[src/hw/rtl/pcc_pkg.sv]
// Shared widths, state codes and controller/datapath command types for the collision block.
package pcc_pkg;

  localparam int COORD_W  = 24;               // vertex and centre coordinates
  localparam int RAD_W    = COORD_W - 1;      // radius and depth
  localparam int DIR_W    = COORD_W + 1;      // direction vectors
  localparam int EDGE_W   = COORD_W + 1;      // edge vector and centre offset
  localparam int LEN2_W   = 2 * EDGE_W;       // squared edge length
  localparam int DOT_W    = 2 * EDGE_W + 1;   // signed dot product
  localparam int DOT_LO_W = EDGE_W + 1;       // low slice of dot, unsigned
  localparam int NUM_W    = EDGE_W + DOT_W;   // edge component times dot
  localparam int ACC_W    = NUM_W + 2;        // accumulator
  localparam int QUOT_W   = COORD_W + 3;      // rounded foot offset
  localparam int HIT_W    = COORD_W + 3;      // unsaturated foot coordinate
  localparam int DIFF_W   = COORD_W + 4;      // foot minus circle centre
  localparam int D2_W     = 2 * DIFF_W;       // squared foot distance
  localparam int MUL_W    = DIFF_W + 1;       // multiplier operand
  localparam int PROD_W   = 2 * MUL_W;        // multiplier product
  localparam int SQ_OUT_W = D2_W / 2;         // root width
  localparam int CMP_W    = DOT_W + 2;        // range test width

  typedef enum logic [5:0] {
    ST_IDLE, ST_SETUP, ST_LEN0, ST_LEN1, ST_LEN2, ST_DOT0, ST_DOT1,
    ST_NX0, ST_NX1, ST_NX2, ST_NX3, ST_DVX, ST_DVXW, ST_HX,
    ST_NY1, ST_NY2, ST_NY3, ST_DVY, ST_DVYW, ST_HY,
    ST_D0, ST_D1, ST_D2, ST_D3, ST_D4, ST_SQW, ST_RL0, ST_RL1, ST_RL2,
    ST_NEXT, ST_FSQ, ST_FSQW, ST_LOAD
  } ctl_state_t;

  typedef enum logic [3:0] {
    MUL_NONE, MUL_EX_EX, MUL_EY_EY, MUL_EX_CX, MUL_EY_CY,
    MUL_EX_DLO, MUL_EX_DHI, MUL_EY_DLO, MUL_EY_DHI,
    MUL_DX_DX, MUL_DY_DY, MUL_R_R, MUL_R_L
  } mul_sel_t;

  typedef enum logic [1:0] {
    ACC_HOLD, ACC_LOAD, ACC_ADD, ACC_ADD_SH
  } acc_op_t;

  typedef struct packed {
    logic     load_item;
    logic     first_item;
    logic     setup_edge;
    logic     edge_sel;     // 0: previous to current, 1: current to first
    mul_sel_t mul_sel;
    acc_op_t  acc_op;
    logic     store_len2;
    logic     store_dot;
    logic     div_start;
    logic     store_hx;
    logic     store_hy;
    logic     store_d2;
    logic     sqrt_start;
    logic     sqrt_sel;     // 0: squared edge length, 1: best distance
    logic     set_err;
    logic     try_best;
    logic     load_out;
  } cmd_t;

  typedef struct packed {
    logic len2_zero;
    logic d2_lt_r2;
    logic div_done;
    logic sqrt_done;
    logic out_busy;
  } sts_t;

endpackage

[src/hw/rtl/pcc_ctrl.sv]
// Controller: sequences each edge through the shared datapath units.
module pcc_ctrl (
  input  logic           clk,
  input  logic           rst_n,
  input  logic           in_valid,
  input  logic           in_last,
  output logic           in_ready,
  input  pcc_pkg::sts_t  sts,
  output pcc_pkg::cmd_t  cmd
);
  import pcc_pkg::*;

  ctl_state_t state_r, state_nxt;
  logic       edge_r, edge_nxt;
  logic       last_r, last_nxt;
  logic       in_poly_r, in_poly_nxt;

  always_comb begin
    state_nxt   = state_r;
    edge_nxt    = edge_r;
    last_nxt    = last_r;
    in_poly_nxt = in_poly_r;
    case (state_r)
      ST_IDLE: begin
        if (in_valid) begin
          last_nxt    = in_last;
          in_poly_nxt = 1'b1;
          if (in_poly_r) begin
            edge_nxt  = 1'b0;
            state_nxt = ST_SETUP;
          end else if (in_last) begin
            edge_nxt  = 1'b1;
            state_nxt = ST_SETUP;
          end
        end
      end
      ST_SETUP: state_nxt = ST_LEN0;
      ST_LEN0:  state_nxt = ST_LEN1;
      ST_LEN1:  state_nxt = ST_LEN2;
      ST_LEN2:  state_nxt = ST_DOT0;
      ST_DOT0:  state_nxt = ST_DOT1;
      ST_DOT1:  state_nxt = sts.len2_zero ? ST_NEXT : ST_NX0;
      ST_NX0:   state_nxt = ST_NX1;
      ST_NX1:   state_nxt = ST_NX2;
      ST_NX2:   state_nxt = ST_NX3;
      ST_NX3:   state_nxt = ST_DVX;
      ST_DVX:   state_nxt = ST_DVXW;
      ST_DVXW:  if (sts.div_done) state_nxt = ST_HX;
      ST_HX:    state_nxt = ST_NY1;
      ST_NY1:   state_nxt = ST_NY2;
      ST_NY2:   state_nxt = ST_NY3;
      ST_NY3:   state_nxt = ST_DVY;
      ST_DVY:   state_nxt = ST_DVYW;
      ST_DVYW:  if (sts.div_done) state_nxt = ST_HY;
      ST_HY:    state_nxt = ST_D0;
      ST_D0:    state_nxt = ST_D1;
      ST_D1:    state_nxt = ST_D2;
      ST_D2:    state_nxt = ST_D3;
      ST_D3:    state_nxt = ST_D4;
      ST_D4:    state_nxt = sts.d2_lt_r2 ? ST_SQW : ST_NEXT;
      ST_SQW:   if (sts.sqrt_done) state_nxt = ST_RL0;
      ST_RL0:   state_nxt = ST_RL1;
      ST_RL1:   state_nxt = ST_RL2;
      ST_RL2:   state_nxt = ST_NEXT;
      ST_NEXT: begin
        if (!edge_r && last_r) begin
          edge_nxt  = 1'b1;
          state_nxt = ST_SETUP;
        end else if (last_r) begin
          state_nxt = ST_FSQ;
        end else begin
          state_nxt = ST_IDLE;
        end
      end
      ST_FSQ:   state_nxt = ST_FSQW;
      ST_FSQW:  if (sts.sqrt_done) state_nxt = ST_LOAD;
      ST_LOAD: begin
        if (!sts.out_busy) begin
          in_poly_nxt = 1'b0;
          state_nxt   = ST_IDLE;
        end
      end
      default:  state_nxt = ST_IDLE;
    endcase
  end

  always_comb begin
    cmd          = '0;
    cmd.mul_sel  = MUL_NONE;
    cmd.acc_op   = ACC_HOLD;
    cmd.edge_sel = edge_r;
    in_ready     = 1'b0;
    case (state_r)
      ST_IDLE: begin
        in_ready       = 1'b1;
        cmd.load_item  = in_valid;
        cmd.first_item = !in_poly_r;
      end
      ST_SETUP: cmd.setup_edge = 1'b1;
      ST_LEN0:  cmd.mul_sel = MUL_EX_EX;
      ST_LEN1:  begin cmd.mul_sel = MUL_EY_EY; cmd.acc_op = ACC_LOAD; end
      ST_LEN2:  begin cmd.mul_sel = MUL_EX_CX; cmd.acc_op = ACC_ADD; end
      ST_DOT0: begin
        cmd.mul_sel    = MUL_EY_CY;
        cmd.acc_op     = ACC_LOAD;
        cmd.store_len2 = 1'b1;
      end
      ST_DOT1: begin
        cmd.acc_op  = ACC_ADD;
        cmd.set_err = sts.len2_zero;
      end
      ST_NX0:   cmd.store_dot = 1'b1;
      ST_NX1:   cmd.mul_sel = MUL_EX_DLO;
      ST_NX2:   begin cmd.mul_sel = MUL_EX_DHI; cmd.acc_op = ACC_LOAD; end
      ST_NX3:   cmd.acc_op = ACC_ADD_SH;
      ST_DVX:   cmd.div_start = 1'b1;
      ST_HX:    cmd.store_hx = 1'b1;
      ST_NY1:   cmd.mul_sel = MUL_EY_DLO;
      ST_NY2:   begin cmd.mul_sel = MUL_EY_DHI; cmd.acc_op = ACC_LOAD; end
      ST_NY3:   cmd.acc_op = ACC_ADD_SH;
      ST_DVY:   cmd.div_start = 1'b1;
      ST_HY:    cmd.store_hy = 1'b1;
      ST_D0:    cmd.mul_sel = MUL_DX_DX;
      ST_D1:    begin cmd.mul_sel = MUL_DY_DY; cmd.acc_op = ACC_LOAD; end
      ST_D2:    begin cmd.mul_sel = MUL_R_R; cmd.acc_op = ACC_ADD; end
      ST_D3:    begin cmd.acc_op = ACC_LOAD; cmd.store_d2 = 1'b1; end
      ST_D4:    cmd.sqrt_start = sts.d2_lt_r2;
      ST_RL0:   cmd.mul_sel = MUL_R_L;
      ST_RL1:   cmd.acc_op = ACC_LOAD;
      ST_RL2:   cmd.try_best = 1'b1;
      ST_FSQ:   begin cmd.sqrt_start = 1'b1; cmd.sqrt_sel = 1'b1; end
      ST_LOAD:  cmd.load_out = !sts.out_busy;
      default:  cmd.mul_sel = MUL_NONE;
    endcase
  end

  always_ff @(posedge clk) begin
    if (!rst_n) begin
      state_r   <= ST_IDLE;
      edge_r    <= 1'b0;
      last_r    <= 1'b0;
      in_poly_r <= 1'b0;
    end else begin
      state_r   <= state_nxt;
      edge_r    <= edge_nxt;
      last_r    <= last_nxt;
      in_poly_r <= in_poly_nxt;
    end
  end
endmodule

[config.mk]
export PLATFORM = sky130hd
export DESIGN_NAME = pcc_ctrl
export DESIGN_NICKNAME = d
export VERILOG_FILES = /design/src/hw/rtl/pcc_pkg.sv /design/src/hw/rtl/pcc_ctrl.sv
export SDC_FILE = /design/constraint.sdc
export NUM_CORES = 1
export LEC_CHECK = 0
export CAP_MARGIN = 20
export CORE_ASPECT_RATIO = 0.75
export CORE_MARGIN = 1.5
export CORE_UTILIZATION = 47
export CTS_CLUSTER_DIAMETER = 50
export DETAILED_ROUTE_END_ITERATION = 10
export DONT_BUFFER_PORTS = 1
export PLACE_DENSITY = 0.59
export SKIP_CTS_REPAIR_TIMING = 1
export SLEW_MARGIN = 20
export SYNTH_ARGS = -nofsm -noshare
export SYNTH_HDL_FRONTEND = slang
export SYNTH_SLANG_ARGS = --single-unit
[constraint.sdc]
create_clock -name clk -period 2.4 [get_ports clk]
set_input_delay 0.12 -clock clk [delete_from_list [all_inputs] [get_ports clk]]
set_output_delay 0.12 -clock clk [all_outputs]
set_load 0.05 [all_outputs]
==> implementation parameters <==
Parameter                              Value

Cells and area
  Core utilization of the finished layout    0.601
  Area growth syn-to-layout    19.7%
  Total number of nets in the final design    roughly 200
  Final Instance Area    ~1400 µm²
  Layout cells sized above 1    0.238
  Number of inserted diodes    0

Placement
  DPL Wire Length    2600 µm
  Placer congestion estimate    a little over 0.9
  Total of buffers placed on input and output ports    0
  Placement-stage cell area    roughly 1400 µm²

Worst setup path
  Critical path peak fanout    15
  Critical path data required time    2280 ps
  Startpoint class of the critical path    register
  Critical path cell sequence    buf_4 -> nor4_2 -> and2_1 -> nor2b_1 -> buf_4
  Worst path arrival time    about 2000 ps
  Most Frequent Cell on Critical Path    buf_4
  Type of the worst setup path    reg2out
  Critical Path Max Stage Delay    roughly 480 ps
  Critical Path End Type    output port
  Slowest cell on crit path    dfxtp_1

GRT
  Wire length of the first global-routing pass    about 5300 µm
  Maximum number of pins on one net before global-route repair    24
  Total global-route track usage    0.257
  Antenna violations before repair    0
  Total congestion overflow    0
  Via count of the first global-routing pass    1,088

Detailed routing
  Vias/cell    5.96
  Routed vias    about 1,300
  Post-detailed-route wirelength per cell    15.0 µm
  Initial DRT Pass Iterations    4
  Post-detailed-routing wire length    3350 µm
  DRC    0
  Iter 0 DRT Violations    73
  Remaining number of nets flagged by the antenna check after routing    0

Logic synthesis
  Avg Cell Area, Syn    between 6 and 7 µm²
  Post-Synthesis Cell Area    about 1200 µm²
  Share of the synthesized area in the top cell type    0.154
  Sequential area share after synthesis    0.154
  Most common cell in the synthesized netlist    nor2_1
  Fraction of registers with async set or reset after synthesis    0
  Cells after synthesis    170
  Most frequent cells after synthesis    nor2_1 (22), nand2_1 (13), a21oi_1 (12)
  Number of flops mapped to enable cells by yosys    0
  Number of distinct library cells after synthesis    50
  Top cells by area in the synthesized netlist    dfxtp_1 (15%), nor2_1 (7.1%), nor2b_1 (5.4%), a21oi_1 (5.1%), nand3_1 (4.3%)
  Ys flop type    dfxtp_1
  Cell accounting for the most synthesized area    dfxtp_1
  FF+latch count, synth    9
  Synth warnings    0
  Number of nets produced by synthesis    about 180

Floorplanning
  Std cell rows    15
  Starting density of the core    0.502
  Die area    2800 µm²
  Number of primary I/O pins    31
  Die W    between 60 and 70 µm
  Std-Cell Core Area    roughly 2300 µm²
  Height of the die    between 40 and 50 µm

Power
  Power per Cell Area    approximately 520 nW/µm²
  Proportion of power drawn by flip-flops and latches    0.291
  Switching fraction of total power    0.499
  Net switching power of the design    0.000363 W
  Combinational fraction of design power    0.538
  Standby leakage power    roughly 0.54 nW
  Internal Pwr Total    0.000364 W
  Clock power frac    0.171
  Worst vdd ir    about 0.28 mV

Clocking
  Clock tree from TritonCTS    built
  Clk sinks    9
  Cts bufs inserted    3
  Clock transition at the registers of the reported paths    ~70 ps
  Bufs on Longest Clock Path    2
  CTS root buf    clkbuf_4
  Clock insertion delay at the later pin of the skew report    around 270 ps
  Number of H-tree levels    1

STA
  Setup repair after global routing missed its margin    false
  Post-route clock period utilization    0.898
  Hold slack    a little over 1 ps
  Setup TNS    0 ps
  Final setup violating endpoints    0
  Hold Violations, Final    0
  Skew final    2.61 ps
  Final max-slew violation count    0
  Maximum frequency from static timing analysis    roughly 0.46 GHz
  Slew at the pin with the worst max-slew slack    606 ps
  Relative max-transition margin    0.586
  Min Clock Period, post-route    2160 ps

Flow run
  Max cap viols    0

Outcome
  Result of the run    finished, final reports clean

Hold path
  Worst hold path type    in2reg
-- path summary, 6_finish.rpt --
kind	from	endpoint	slack, ps	depth (start not counted)
max	state_r[3]$_SDFFE_PN0P_	cmd[19]	240	5
min	rst_n	state_r[1]$_SDFFE_PN0P_	1	2
max reg2reg	state_r[3]$_SDFFE_PN0P_	state_r[5]$_SDFFE_PN0P_	370	6
min reg2reg	in_poly_r$_SDFFE_PN0P_	in_poly_r$_SDFFE_PN0P_	540	2
-- placed cells by master, fill, tap and decap left out, drive strengths merged, types with 4 or more instances in the layout --
cell type / count
a211oi: 4
nor2: 22
dfxtp: 9
nand3: 10
a21oi: 12
buf: 29
nand2: 13
nand2b: 7
xnor2: 4
nor3: 9
nor2b: 11
inv: 5
o21ai: 10
-- state kept, by name (all words and copies together), names as in the netlist --
register / flops
last_r: 1
state_r: 6
edge_r: 1
in_poly_r: 1
-- layout make-up --
cell class / count / area [µm²]
clock buffer: 3 / 22.5
clock inverter: 1 / 5.00
fill: 249 / 928
inverter: 5 / 18.8
multi-input combinational: 141 / 901
sequential: 9 / 181
tap: 34 / 42.5
timing repair buffer: 30 / 228
-- kinds of logic (layout without fill, tap and decap cells) --
family,count (synthesis),count (layout),share of synthesized area
AOI/OAI and AO/OA,40,40,0.218
xor gates and xnor gates,4,4,0.0300
muxes,3,3,0.0257
buffers and inverters,20,39,0.0899
and+or+nand+nor,94,94,0.482
DFF,9,9,0.154
-- per-layer routing --
layer | global-route usage | wire [µm] | vias to the layer above
li1 | - | - | 659
met1 | 0.383 | 1610 | 618
met2 | 0.383 | 1480 | 51
met3 | 0.0618 | 263 | 0
met4 | 0.0261 | 0 | 0
met5 | 0 | 0 | -
-- power groups by stage --
stage | sequential [W] | clock [W] | combinational, W
final | 0.000212 | 0.000124 | 0.000391
after global routing | 0.000217 | 0.000138 | 0.000421
after CTS | 0.000211 | 0.000126 | 0.000388
after detailed placement | 0.000215 | 0 | 0.000388
after global placement | 0.000212 | 0 | 0.000384
after floorplan | 0.000186 | 0 | 0.000332
-- stage by stage --
| stage | power (W) | setup slack [ps] | std cells |
|---|---|---|---|
| after floorplan | 0.000518 | 52.5 | 170 |
| after global placement | 0.000596 | 243 | 218 |
| after detailed placement | 0.000602 | 270 | 218 |
| after CTS | 0.000726 | 121 | 222 |
| after global routing | 0.000777 | 41.2 | 223 |
| final | 0.000727 | 245 | 223 |
-- critical path: cells and delay by family (launching register included) --
family,cells,cell delay (ps)
buffers and inverters,2,470
AND/OR/NAND/NOR,3,810
flip-flops,1,480
Power figures use the tool's default switching activity.
